### src/design/byte_escape_codec_macros.svh
// ----------------------------------------------------------------------------
// Byte escape codec assertion macros
// Shared concurrent assertion forms, clocked on clk with synchronous reset.
// ----------------------------------------------------------------------------
`ifndef BYTE_ESCAPE_CODEC_MACROS_SVH
`define BYTE_ESCAPE_CODEC_MACROS_SVH

// Same-cycle implication, checked at every rising edge outside reset.
`define BEC_ASSERT_NOW(label, cond, prop, msg) \
  label: assert property (@(posedge clk) disable iff (!rst_n) (cond) |-> (prop)) \
    else $error(msg);

// Next-cycle implication, checked at every rising edge outside reset.
`define BEC_ASSERT_NEXT(label, cond, prop, msg) \
  label: assert property (@(posedge clk) disable iff (!rst_n) (cond) |=> (prop)) \
    else $error(msg);

`endif

### src/design/bec_pkg.sv
// ----------------------------------------------------------------------------
// Byte escape codec package
// Payload, command and configuration types shared by the codec modules.
// ----------------------------------------------------------------------------
`default_nettype none

package bec_pkg;

  localparam int unsigned BYTE_W = 8;
  localparam int unsigned CFG_IDX_W = 3;
  localparam int unsigned CFG_DATA_W = 8;

  typedef enum logic [CFG_IDX_W-1:0] {
    CFG_MODE        = 3'd0,
    CFG_FLAG_BYTE   = 3'd1,
    CFG_ESCAPE_BYTE = 3'd2,
    CFG_FLAG_CODE   = 3'd3,
    CFG_ESCAPE_CODE = 3'd4
  } cfg_idx_t;

  typedef enum logic {
    MODE_ENCODE = 1'b0,
    MODE_DECODE = 1'b1
  } mode_t;

  localparam logic [BYTE_W-1:0] FLAG_BYTE_RST   = 8'd126;
  localparam logic [BYTE_W-1:0] ESCAPE_BYTE_RST = 8'd125;
  localparam logic [BYTE_W-1:0] FLAG_CODE_RST   = 8'd2;
  localparam logic [BYTE_W-1:0] ESCAPE_CODE_RST = 8'd1;

  typedef struct packed {
    logic [BYTE_W-1:0] data_in;
    logic              last_in;
  } in_item_t;

  typedef struct packed {
    logic [BYTE_W-1:0] data_out;
    logic              last_out;
  } out_item_t;

  // One classified input byte: one or two output bytes.
  typedef struct packed {
    out_item_t first;
    out_item_t second;
    logic      two;
  } cmd_t;

endpackage

`default_nettype wire

### src/design/byte_escape_codec.sv
// ----------------------------------------------------------------------------
// Byte escape codec
// Byte-stuffing encoder and decoder for framed byte streams.
// ----------------------------------------------------------------------------
// Input bytes are written with in_push while in_full is low; results are read
// from out_item while out_empty is low and taken with out_pop. Registers are
// written through cfg_we, cfg_idx and cfg_data; the user must write them only
// while the codec is idle, which the codec itself does not enforce. A write to
// the mode register also drops a held escape. The front end classifies one
// byte per cycle while the queue has room into a command of zero, one or two
// output bytes and pushes each non-empty command into a short queue. The back
// end issues one output byte per cycle into the output register while the
// reader keeps up. Throughput is set by that single output port, which carries
// every result byte; a decoder escape that is held yields none. When the
// reader stalls, the output register holds its byte, the queue fills and
// in_full rises. Reset empties the queue and the output register, clears the
// held escape and restores the register defaults.
// ----------------------------------------------------------------------------
`default_nettype none

module byte_escape_codec #(
  parameter int unsigned QUEUE_DEPTH = 4
) (
  input  wire logic                            clk,
  input  wire logic                            rst_n,
  input  wire logic                            cfg_we,
  input  wire logic [bec_pkg::CFG_IDX_W-1:0]   cfg_idx,
  input  wire logic [bec_pkg::CFG_DATA_W-1:0]  cfg_data,
  input  wire logic                            in_push,
  input  wire bec_pkg::in_item_t               in_item,
  output logic                                 in_full,
  input  wire logic                            out_pop,
  output logic                                 out_empty,
  output bec_pkg::out_item_t                   out_item
);

  logic           q_push;
  logic           q_pop;
  logic           q_empty;
  bec_pkg::cmd_t  q_cmd;
  bec_pkg::cmd_t  head_cmd;

  bec_front u_front (
    .clk      (clk),
    .rst_n    (rst_n),
    .cfg_we   (cfg_we),
    .cfg_idx  (cfg_idx),
    .cfg_data (cfg_data),
    .in_push  (in_push),
    .in_item  (in_item),
    .q_full   (in_full),
    .q_push   (q_push),
    .q_cmd    (q_cmd)
  );

  bec_queue #(
    .DEPTH (QUEUE_DEPTH)
  ) u_queue (
    .clk      (clk),
    .rst_n    (rst_n),
    .push     (q_push),
    .push_cmd (q_cmd),
    .pop      (q_pop),
    .head_cmd (head_cmd),
    .full     (in_full),
    .empty    (q_empty)
  );

  bec_back u_back (
    .clk       (clk),
    .rst_n     (rst_n),
    .head_cmd  (head_cmd),
    .q_empty   (q_empty),
    .q_pop     (q_pop),
    .out_pop   (out_pop),
    .out_empty (out_empty),
    .out_item  (out_item)
  );

endmodule

`default_nettype wire

### src/design/bec_front.sv
// ----------------------------------------------------------------------------
// Byte escape codec front end
// Holds the configuration, classifies each input byte into a command of zero,
// one or two output bytes and tracks the decoder's pending escape.
// ----------------------------------------------------------------------------
`default_nettype none
`include "byte_escape_codec_macros.svh"

module bec_front (
  input  wire logic                              clk,
  input  wire logic                              rst_n,
  input  wire logic                              cfg_we,
  input  wire logic [bec_pkg::CFG_IDX_W-1:0]     cfg_idx,
  input  wire logic [bec_pkg::CFG_DATA_W-1:0]    cfg_data,
  input  wire logic                              in_push,
  input  wire bec_pkg::in_item_t                 in_item,
  input  wire logic                              q_full,
  output logic                                   q_push,
  output bec_pkg::cmd_t                          q_cmd
);

  bec_pkg::mode_t              mode_r;
  logic [bec_pkg::BYTE_W-1:0]  flag_byte_r;
  logic [bec_pkg::BYTE_W-1:0]  escape_byte_r;
  logic [bec_pkg::BYTE_W-1:0]  flag_code_r;
  logic [bec_pkg::BYTE_W-1:0]  escape_code_r;
  logic                        pend_r;
  logic                        pend_nxt;
  logic                        accept;

  assign accept = in_push && !q_full;

  always_ff @(posedge clk) begin
    if (!rst_n) begin
      mode_r        <= bec_pkg::MODE_ENCODE;
      flag_byte_r   <= bec_pkg::FLAG_BYTE_RST;
      escape_byte_r <= bec_pkg::ESCAPE_BYTE_RST;
      flag_code_r   <= bec_pkg::FLAG_CODE_RST;
      escape_code_r <= bec_pkg::ESCAPE_CODE_RST;
      pend_r        <= 1'b0;
    end else begin
      if (cfg_we && (bec_pkg::cfg_idx_t'(cfg_idx) == bec_pkg::CFG_MODE)) begin
        pend_r <= 1'b0;
      end else if (accept) begin
        pend_r <= pend_nxt;
      end
      if (cfg_we) begin
        unique case (bec_pkg::cfg_idx_t'(cfg_idx))
          bec_pkg::CFG_MODE:        mode_r        <= bec_pkg::mode_t'(cfg_data[0]);
          bec_pkg::CFG_FLAG_BYTE:   flag_byte_r   <= cfg_data;
          bec_pkg::CFG_ESCAPE_BYTE: escape_byte_r <= cfg_data;
          bec_pkg::CFG_FLAG_CODE:   flag_code_r   <= cfg_data;
          bec_pkg::CFG_ESCAPE_CODE: escape_code_r <= cfg_data;
          default: begin
          end
        endcase
      end
    end
  end

  always_comb begin
    logic [bec_pkg::BYTE_W-1:0] b;
    logic                       last;
    logic                       emit;
    b          = in_item.data_in;
    last       = in_item.last_in;
    emit       = 1'b1;
    pend_nxt   = 1'b0;
    q_cmd      = '0;
    if (mode_r == bec_pkg::MODE_ENCODE) begin
      if (b == flag_byte_r) begin
        q_cmd.first  = '{data_out: escape_byte_r, last_out: 1'b0};
        q_cmd.second = '{data_out: flag_code_r, last_out: last};
        q_cmd.two    = 1'b1;
      end else if (b == escape_byte_r) begin
        q_cmd.first  = '{data_out: escape_byte_r, last_out: 1'b0};
        q_cmd.second = '{data_out: escape_code_r, last_out: last};
        q_cmd.two    = 1'b1;
      end else begin
        q_cmd.first = '{data_out: b, last_out: last};
      end
    end else if (pend_r && b == flag_code_r) begin
      q_cmd.first = '{data_out: flag_byte_r, last_out: last};
    end else if (pend_r && b == escape_code_r) begin
      q_cmd.first = '{data_out: escape_byte_r, last_out: last};
    end else if (pend_r) begin
      q_cmd.first = '{data_out: escape_byte_r, last_out: 1'b0};
      if (b == escape_byte_r && !last) begin
        pend_nxt = 1'b1;
      end else begin
        q_cmd.second = '{data_out: b, last_out: last};
        q_cmd.two    = 1'b1;
      end
    end else if (b == escape_byte_r && !last) begin
      pend_nxt = 1'b1;
      emit     = 1'b0;
    end else begin
      q_cmd.first = '{data_out: b, last_out: last};
    end
    q_push = accept && emit;
  end

  `BEC_ASSERT_NOW(a_enc_no_pend, mode_r == bec_pkg::MODE_ENCODE, !pend_r, "Escape held in encoder")
  `BEC_ASSERT_NOW(a_push_room, q_push, !q_full, "Command written into a full queue")

endmodule

`default_nettype wire

### src/design/bec_queue.sv
// ----------------------------------------------------------------------------
// Byte escape codec command queue
// Short first-in first-out queue of commands between front end and back end.
// ----------------------------------------------------------------------------
`default_nettype none
`include "byte_escape_codec_macros.svh"

module bec_queue #(
  parameter int unsigned DEPTH = 4
) (
  input  wire logic           clk,
  input  wire logic           rst_n,
  input  wire logic           push,
  input  wire bec_pkg::cmd_t  push_cmd,
  input  wire logic           pop,
  output bec_pkg::cmd_t       head_cmd,
  output logic                full,
  output logic                empty
);

  localparam int unsigned PTR_W = (DEPTH > 1) ? $clog2(DEPTH) : 1;
  localparam int unsigned CNT_W = $clog2(DEPTH + 1);
  localparam logic [PTR_W-1:0] PTR_LAST = PTR_W'(DEPTH - 1);
  localparam logic [CNT_W-1:0] CNT_FULL = CNT_W'(DEPTH);

  bec_pkg::cmd_t     slot_r [DEPTH];
  logic [PTR_W-1:0]  wr_ptr_r;
  logic [PTR_W-1:0]  rd_ptr_r;
  logic [CNT_W-1:0]  count_r;
  logic              do_push;
  logic              do_pop;

  assign full     = (count_r == CNT_FULL);
  assign empty    = (count_r == '0);
  assign do_push  = push && !full;
  assign do_pop   = pop && !empty;
  assign head_cmd = slot_r[rd_ptr_r];

  always_ff @(posedge clk) begin
    if (do_push) begin
      slot_r[wr_ptr_r] <= push_cmd;
    end
  end

  always_ff @(posedge clk) begin
    if (!rst_n) begin
      wr_ptr_r <= '0;
      rd_ptr_r <= '0;
      count_r  <= '0;
    end else begin
      if (do_push) begin
        wr_ptr_r <= (wr_ptr_r == PTR_LAST) ? '0 : wr_ptr_r + 1'b1;
      end
      if (do_pop) begin
        rd_ptr_r <= (rd_ptr_r == PTR_LAST) ? '0 : rd_ptr_r + 1'b1;
      end
      if (do_push && !do_pop) begin
        count_r <= count_r + 1'b1;
      end else if (do_pop && !do_push) begin
        count_r <= count_r - 1'b1;
      end
    end
  end

  `BEC_ASSERT_NOW(a_count_bound, 1'b1, count_r <= CNT_FULL, "Queue count beyond depth")
  `BEC_ASSERT_NEXT(a_push_fill, do_push && !do_pop, !empty, "Queue empty after a write")

endmodule

`default_nettype wire

### src/design/bec_back.sv
// ----------------------------------------------------------------------------
// Byte escape codec back end
// Expands queued commands into output bytes, one per cycle while the output
// register, which the result channel reads, is empty or being read.
// ----------------------------------------------------------------------------
`default_nettype none
`include "byte_escape_codec_macros.svh"

module bec_back (
  input  wire logic           clk,
  input  wire logic           rst_n,
  input  wire bec_pkg::cmd_t  head_cmd,
  input  wire logic           q_empty,
  output logic                q_pop,
  input  wire logic           out_pop,
  output logic                out_empty,
  output bec_pkg::out_item_t  out_item
);

  bec_pkg::out_item_t  out_item_r;
  bec_pkg::out_item_t  out_item_nxt;
  logic                out_valid_r;
  logic                out_valid_nxt;
  logic                phase_r;
  logic                phase_nxt;

  assign out_empty = !out_valid_r;
  assign out_item  = out_item_r;

  always_ff @(posedge clk) begin
    if (!rst_n) begin
      out_valid_r <= 1'b0;
      phase_r     <= 1'b0;
    end else begin
      out_valid_r <= out_valid_nxt;
      phase_r     <= phase_nxt;
    end
  end

  always_ff @(posedge clk) begin
    out_item_r <= out_item_nxt;
  end

  always_comb begin
    logic load;
    load          = !out_valid_r || out_pop;
    out_item_nxt  = out_item_r;
    out_valid_nxt = out_valid_r;
    phase_nxt     = phase_r;
    q_pop         = 1'b0;
    if (load) begin
      out_valid_nxt = !q_empty;
      if (!q_empty) begin
        out_item_nxt = phase_r ? head_cmd.second : head_cmd.first;
        if (phase_r || !head_cmd.two) begin
          q_pop     = 1'b1;
          phase_nxt = 1'b0;
        end else begin
          phase_nxt = 1'b1;
        end
      end
    end
  end

  `BEC_ASSERT_NOW(a_phase_has_cmd, phase_r, !q_empty, "Second byte pending with no command")
  `BEC_ASSERT_NOW(a_pop_has_cmd, q_pop, !q_empty, "Command taken from an empty queue")

endmodule

`default_nettype wire
### config.mk
export PLATFORM = sky130hd
export DESIGN_NAME = byte_escape_codec
export DESIGN_NICKNAME = d
export VERILOG_FILES = /design/src/design/bec_pkg.sv /design/src/design/byte_escape_codec.sv /design/src/design/bec_front.sv /design/src/design/bec_queue.sv /design/src/design/bec_back.sv
export VERILOG_INCLUDE_DIRS = /design/src /design/src/design
export SDC_FILE = /design/constraint.sdc
export NUM_CORES = 1
export LEC_CHECK = 0
export BUFFER_PORTS_ARGS = -buffer_cell sky130_fd_sc_hd__buf_2
export CAP_MARGIN = 20
export CORE_MARGIN = 4
export CORE_UTILIZATION = 45
export CTS_CLUSTER_SIZE = 8
export DETAILED_ROUTE_END_ITERATION = 16
export SYNTH_ARGS = -nofsm -noshare
export SYNTH_HDL_FRONTEND = slang
export SYNTH_SLANG_ARGS = --single-unit
### constraint.sdc
create_clock -name clk -period 3.7 [get_ports clk]
set_input_delay 0.555 -clock clk [delete_from_list [all_inputs] [get_ports clk]]
set_output_delay 0.555 -clock clk [all_outputs]
set_load 0.03 [all_outputs]
-- Word-level counts from Yosys, hierarchy flattened
Memories as Yosys holds them, arrays and structs flattened. A register that Yosys moved wholly into a read port is not among the register bits.
Index checks and enable logic that the tools add are counted.
Widths: inputs -> output; s select.
- bits in registers: 52
- RAM bits: 76
- input port bits: 25
- output and inout port bits: 11
- logic and storage cells: 94
- memories kept: 1
- $add $sub $neg: 4
- equal/unequal tests: 11
- muxes and demuxes: 34
- bitwise operators: 2
- reduce and logical (&&, ||, !) cells: 29
- memories (memory ; words ; width ; rd ports ; clocked after memory_dff ; write ports ; line ; RTL):
    u_queue.slot_r ; 4 ; 19 ; 1 ; 1 ; 1 ; bec_queue.sv:26 ; bec_pkg::cmd_t slot_r [DEPTH];
- operators with widths (cell ; number):
    $mux 9 ; 6
    $mux 10 ; 5
    $mux 19 ; 2
    $eq 8x8->1 ; 4
    $mux 1 ; 15
    $reduce_and 2->1 ; 6
    $logic_and 1x1->1 ; 10
    $mux 2 ; 4
    $logic_not 1->1 ; 7
    $eq 3x2->1 const B ; 2
    $eq 3x3->1 const B ; 2
    $logic_not 3->1 ; 2
    $mux 3 ; 2
    $add 2x1->2 const B ; 2
    $eq 2x2->1 const B ; 2
    $add 3x1->3 const B ; 1
    $eq 3x1->1 const B ; 1
    $sub 3x1->3 const B ; 1
    $logic_or 1x1->1 ; 2
    $not 1->1 ; 2
    $reduce_bool 2->1 ; 1
    $reduce_or 2->1 ; 1

-- Longest topological paths before layout
- depth after elaboration: 13
- mapped depth: 11
- gate-level depth less buffers: 10

-- By module
From an unflattened synthesis, not the netlist that was laid out.
- cells, all modules: 494
- area total of the unflattened synthesis: 6384.9 um2
- by module, submodules not included (module ; instances ; cells an instance ; area each (um2) ; seq. area each (um2)):
    bec_queue ; 1 ; 150 ; 3265.6 ; 2462.4
    bec_front ; 1 ; 313 ; 2596.2 ; 680.7
    bec_back ; 1 ; 31 ; 523.0 ; 310.3

-- Worst setup path before layout
No wires, ideal clock.
- path type: input-to-reg
- start: in in_item[1] in the netlist's numbering
- end: reg u_queue.count_r[2]
- setup time: 0.076 ns
- data arrival time: 2.765 ns
- required time: 3.624 ns
- setup slack: 0.859 ns
- cell stages on the path: 11
- path buffers: 1
- cell sequence: buf_2 > xnor2_1 > nand4_1 > nor3_1 > a31oi_1 > ha_1 > inv_1 > fa_1 > xor2_1 > or3_1 > a21boi_0
- longest elaborated chain between the ends: 12
- RTL lines (element ; line ; RTL):
    start, declared ; byte_escape_codec.sv:30 ; input wire bec_pkg::in_item_t in_item,
    $eq 8x8->1 ; bec_front.sv:94 ; end else if (b == escape_byte_r && !last) begin
    $logic_and 1x1->1 ; bec_front.sv:94 ;
    $mux 1 ; bec_front.sv:94 ;
    $mux 1 ; bec_front.sv:86 ; end else if (pend_r) begin
    $mux 1 ; bec_front.sv:84 ; end else if (pend_r && b == escape_code_r) begin
    $mux 1 * ; bec_front.sv:82 ; end else if (pend_r && b == flag_code_r) begin
    $mux 1 * ; bec_front.sv:70 ; if (mode_r == bec_pkg::MODE_ENCODE) begin
    $logic_and 1x1->1 * ; bec_front.sv:100 ; q_push = accept && emit;
    $logic_and 1x1->1 * ; bec_queue.sv:35 ; assign do_push = push && !full;
    via u_queue.do_push ; bec_queue.sv:30 ; logic do_push;
    $logic_not 1->1 ; bec_queue.sv:59 ; end else if (do_pop && !do_push) begin
    $logic_and 1x1->1 ; bec_queue.sv:59 ;
    $reduce_bool 2->1 (no source line) ; -- ;
    end signal, assigned ; bec_queue.sv:58 ; count_r <= count_r + 1'b1;
    end signal, assigned ; bec_queue.sv:60 ; count_r <= count_r - 1'b1;
    end, declared ; bec_queue.sv:29 ; logic [CNT_W-1:0] count_r;
Mark *: on every way through the listed nets, which the timed path passes. The rest lies on a longest branch.
A chain may end at the register's enable or synchronous reset.

-- Worst setup path after layout
- start: reg u_front.escape_byte_r[1] in the netlist's numbering
- end: reg u_queue.count_r[2]
- longest elaborated chain between the ends: 12
- RTL lines (element ; line ; RTL):
    start, declared ; bec_front.sv:24 ; logic [bec_pkg::BYTE_W-1:0] escape_byte_r;
    start signal, assigned ; bec_front.sv:37 ; escape_byte_r <= bec_pkg::ESCAPE_BYTE_RST;
    start signal, assigned ; bec_front.sv:51 ; bec_pkg::CFG_ESCAPE_BYTE: escape_byte_r <= cfg_data;
    $eq 8x8->1 * ; bec_front.sv:94 ;
    $logic_and 1x1->1 * ; bec_front.sv:94 ;
    $mux 1 * ; bec_front.sv:94 ;
    $mux 1 * ; bec_front.sv:86 ;
    $mux 1 * ; bec_front.sv:84 ;
    $mux 1 * ; bec_front.sv:82 ;
    $mux 1 * ; bec_front.sv:70 ;
    $logic_and 1x1->1 * ; bec_front.sv:100 ;
    $logic_and 1x1->1 * ; bec_queue.sv:35 ;
    via u_queue.do_push ; bec_queue.sv:30 ;
    $logic_not 1->1 ; bec_queue.sv:59 ;
    $logic_and 1x1->1 ; bec_queue.sv:59 ;
    $reduce_bool 2->1 (no source line) ; -- ;
Marked as above.

==> flow_summary_export.csv <==
group,metric,value,unit
sta,postLayoutSetupSlackWorst,0.901,ns
sta,period_needed,2.80,ns
yosys,synthXorXnorAreaFrac,5.06,%
worst_hold_path,hold_class,"input pin to flip-flop",
outcome,status,"completed",
yosys,yosysMostFrequentCell,"nand2_1",
clocking,cts.sinks,130,
sta,timing.final.hold_violations,0,
critical_path,end_kind,"flip-flop",
yosys,synth_top_family_by_area,"simple AND/OR/NAND/NOR gates",
global_route,grt_pass1_wl,20.1,mm
run,cap_violations,0,
cells_and_area,multi_input_area,2260,um^2
drt,routedWlPerCell,18.1,um
power,power_density,648,nW/um^2
drt,first_pass_iters,5,
critical_path,cp-startpoint,"u_front.escape_byte_r[1]",
place,placed_cell_area,6220,um^2
global_route,gr-total-overflow,0,
critical_path,path_class,"flip-flop to flip-flop",
floorplanning,die_y,122,um
cells_and_area,areaGrowthSynthToFinish,15.7,%
clocking,ctsHoldBuffers,0,
floorplanning,start_util,46.3,%
clocking,cts-resized-gates,0,
yosys,synth_area_leaders,"edfxtp_1 (43%), dfxtp_1 (15%), nand2_1 (7.3%)",
yosys,seq_area_frac_synth,58.6,%
place,dpl.hpwl,8.81,mm
sta,drv_slew,0,
sta,fmax,357,MHz
sta,finalSetupViolations,0,
sta,max_slew_margin,53.8,%
floorplanning,rows,41,
yosys,synthArstFlopShare,0,%
yosys,yosysTopAreaCell,"edfxtp_1",
floorplanning,die_width,122,um
power,p_leak,2.65,nW
critical_path,critPathLaunchType,"flip-flop",
yosys,synthAdderAreaFrac,1.61,%
place,pre_cts_ws,0.507,ns
clocking,post_cts_buffers,0,
yosys,synth_edf_count,85,
yosys,yosysUniqueCellTypes,39,
clocking,clockBufferDepth,2,
yosys,ys_seq_elements,130,
sta,period_share,75.7,%
sta,skew,0.00832,ns
yosys,synth_fp_nets,520,
yosys,yosysWarnings,0,
sta,worstMarginPinSlew,0.690,ns
critical_path,cp_data_required_time,4.05,ns
power,ir_drop,0.303,mV
sta,rsz0062_at_grt,"false",
yosys,synthSimpleGateAreaFrac,13.5,%
floorplanning,ios,36,
critical_path,slowest_delay,0.49,ns
clocking,root_buffer,"clkbuf_16",
cells_and_area,fillers,1128,
drt,antenna_left,0,
sta,tns,0,ns
global_route,track_usage,18.4,%
floorplanning,fp.coreArea,12700,um^2
place,gp_congestion,0.883,
critical_path,slowest_stage,"a31oi_1",
cells_and_area,regArea,3450,um^2
power,finalPower,4.41,mW
drt,vias,3736,
critical_path,timing.rr.start,"u_front.escape_byte_r[1]",
global_route,grt_max_degree,44,
yosys,synthMuxAreaShare,10.7,%
cells_and_area,antennaDiodeCount,0,
floorplanning,die_area,15000,um^2
clocking,cts-buffers-inserted,17,
yosys,synth_compound_area_share,7.54,%
global_route,grt_pass1_vias,3690,
drt,routed_wl,12.8,mm
clocking,clkTransAtPathRegs,0.06,ns
place,place.port_buffers,35,
worst_hold_path,hp-start,"out_pop",
clocking,cts_tree,"done",
cells_and_area,finalInstanceArea,6810,um^2
yosys,synthTopCellsByCount,"nand2_1 (115), edfxtp_1 (85), dfxtp_1 (45)",
yosys,netlist_instances,488,
yosys,netlist_area,5890,um^2
drt,vias_per_cell,5.27,
clocking,h-tree-depth,4,
cells_and_area,nets,556,
yosys,ys.flop_type,"edfxtp_1",
critical_path,path_max_fanout,7,
yosys,synth_area_per_cell,12.1,um^2
global_route,antenna_found_initial,0,
drt,drcViolationCount,0,
cells_and_area,final_layout_size_suffix_gt1_share,19.0,%
drt,first_iter_violations,309,
critical_path,worstPathArrival,3.15,ns
critical_path,crit_chain,"xnor2_1 -> nand4_1 -> nor3_1 -> a31oi_1 -> ha_1 -> inv_1 -> fa_1 -> xor2_1 -> or3_1 -> a21boi_0",
yosys,synth_top_area_share,43.3,%
clocking,worstSkewPairLatency,0.42,ns
## critical path, delay by kind of cell (launching register included)
kind	cells	cell delay, ns
AND/OR/NAND/NOR	3	0.57
flip-flops	1	0.44
adder cells (fa/ha/maj)	2	0.72
AO/OA/AOI/OAI	2	0.65
buffers and inverters	1	0.07
XOR/XNOR	2	0.28
## layer usage
layer	vias up	wire length, um	track usage (%)
li1	1822	-	-
met1	1824	5940	24.0
met2	70	6160	29.1
met3	20	463	5.48
met4	0	235	7.14
met5	-	0	0
## cells by family (layout without fill, tap and decap cells)
family          count (synthesis)  in the layout
mux                            39             39
compound gates                 64             64
simple gates                  176            176
buf+inv                        38             87
flops                         130            130
xor+xnor                       34             34
fa+ha+maj                       7              7
## report_power, final
part | switching [mW] | leakage [nW] | internal (mW) | total (mW)
logic | 0.545 | 1.16 | 0.395 | 0.939
clock network | 0.614 | 0.280 | 1.03 | 1.64
registers | 0.0780 | 1.21 | 1.76 | 1.83
total | 1.24 | 2.65 | 3.18 | 4.41
## path summary, 6_finish.rpt
path	end	slack [ns]	depth (start not counted)
setup / recovery	u_queue.count_r[2]	0.90	10
hold / removal	u_back.out_valid_r	0.41	4
setup reg to reg	u_queue.count_r[2]	0.90	10
hold reg to reg	u_back.out_valid_r	0.48	2
## metrics by stage
| stage | std cells | utilization (%) | hold WS, ns |
|---|---|---|---|
| floorplan | 488 | - | 0.454 |
| global route | 709 | 53.6 | 0.407 |
| CTS | 709 | 53.6 | 0.394 |
| finish | 709 | 53.6 | 0.414 |
| detailed placement | 677 | 48.9 | 0.480 |
| global placement | 677 | 48.9 | 0.467 |
## sequential cells by signal, indices dropped and copies added (netlist names), 3 cells and up, named ones only
register and flops:
u_front.escape_byte_r 8, u_front.flag_code_r 8, u_queue.count_r 3, u_back.out_item 9
u_queue.slot_r 76, u_front.flag_byte_r 8, u_front.escape_code_r 8
## placed cells by master (no fill, tap or decap), types with 8 or more instances in the layout
cell type,netlist,final
dfxtp_1,45,45
mux4_2,19,19
xor2_1,24,24
a31oi_1,9,9
nand3_1,18,18
edfxtp_1,85,85
nand2_1,115,115
buf_4,0,12
a21boi_0,22,22
mux2i_1,20,20
clkbuf_16,0,17
o22ai_1,8,8
buf_2,9,35
o21ai_0,11,11
xnor2_1,10,10
## final cells by class
class	count	share of cell area, %
Inverter	8	0.441
Timing Repair Buffer	47	3.89
Sequential cell	130	50.7
Clock inverter	12	1.93
Multi-Input combinational cell	320	33.2
Clock buffer	20	6.70
Tap cell	172	3.16
Note: power is estimated with default switching activity, not from simulation.
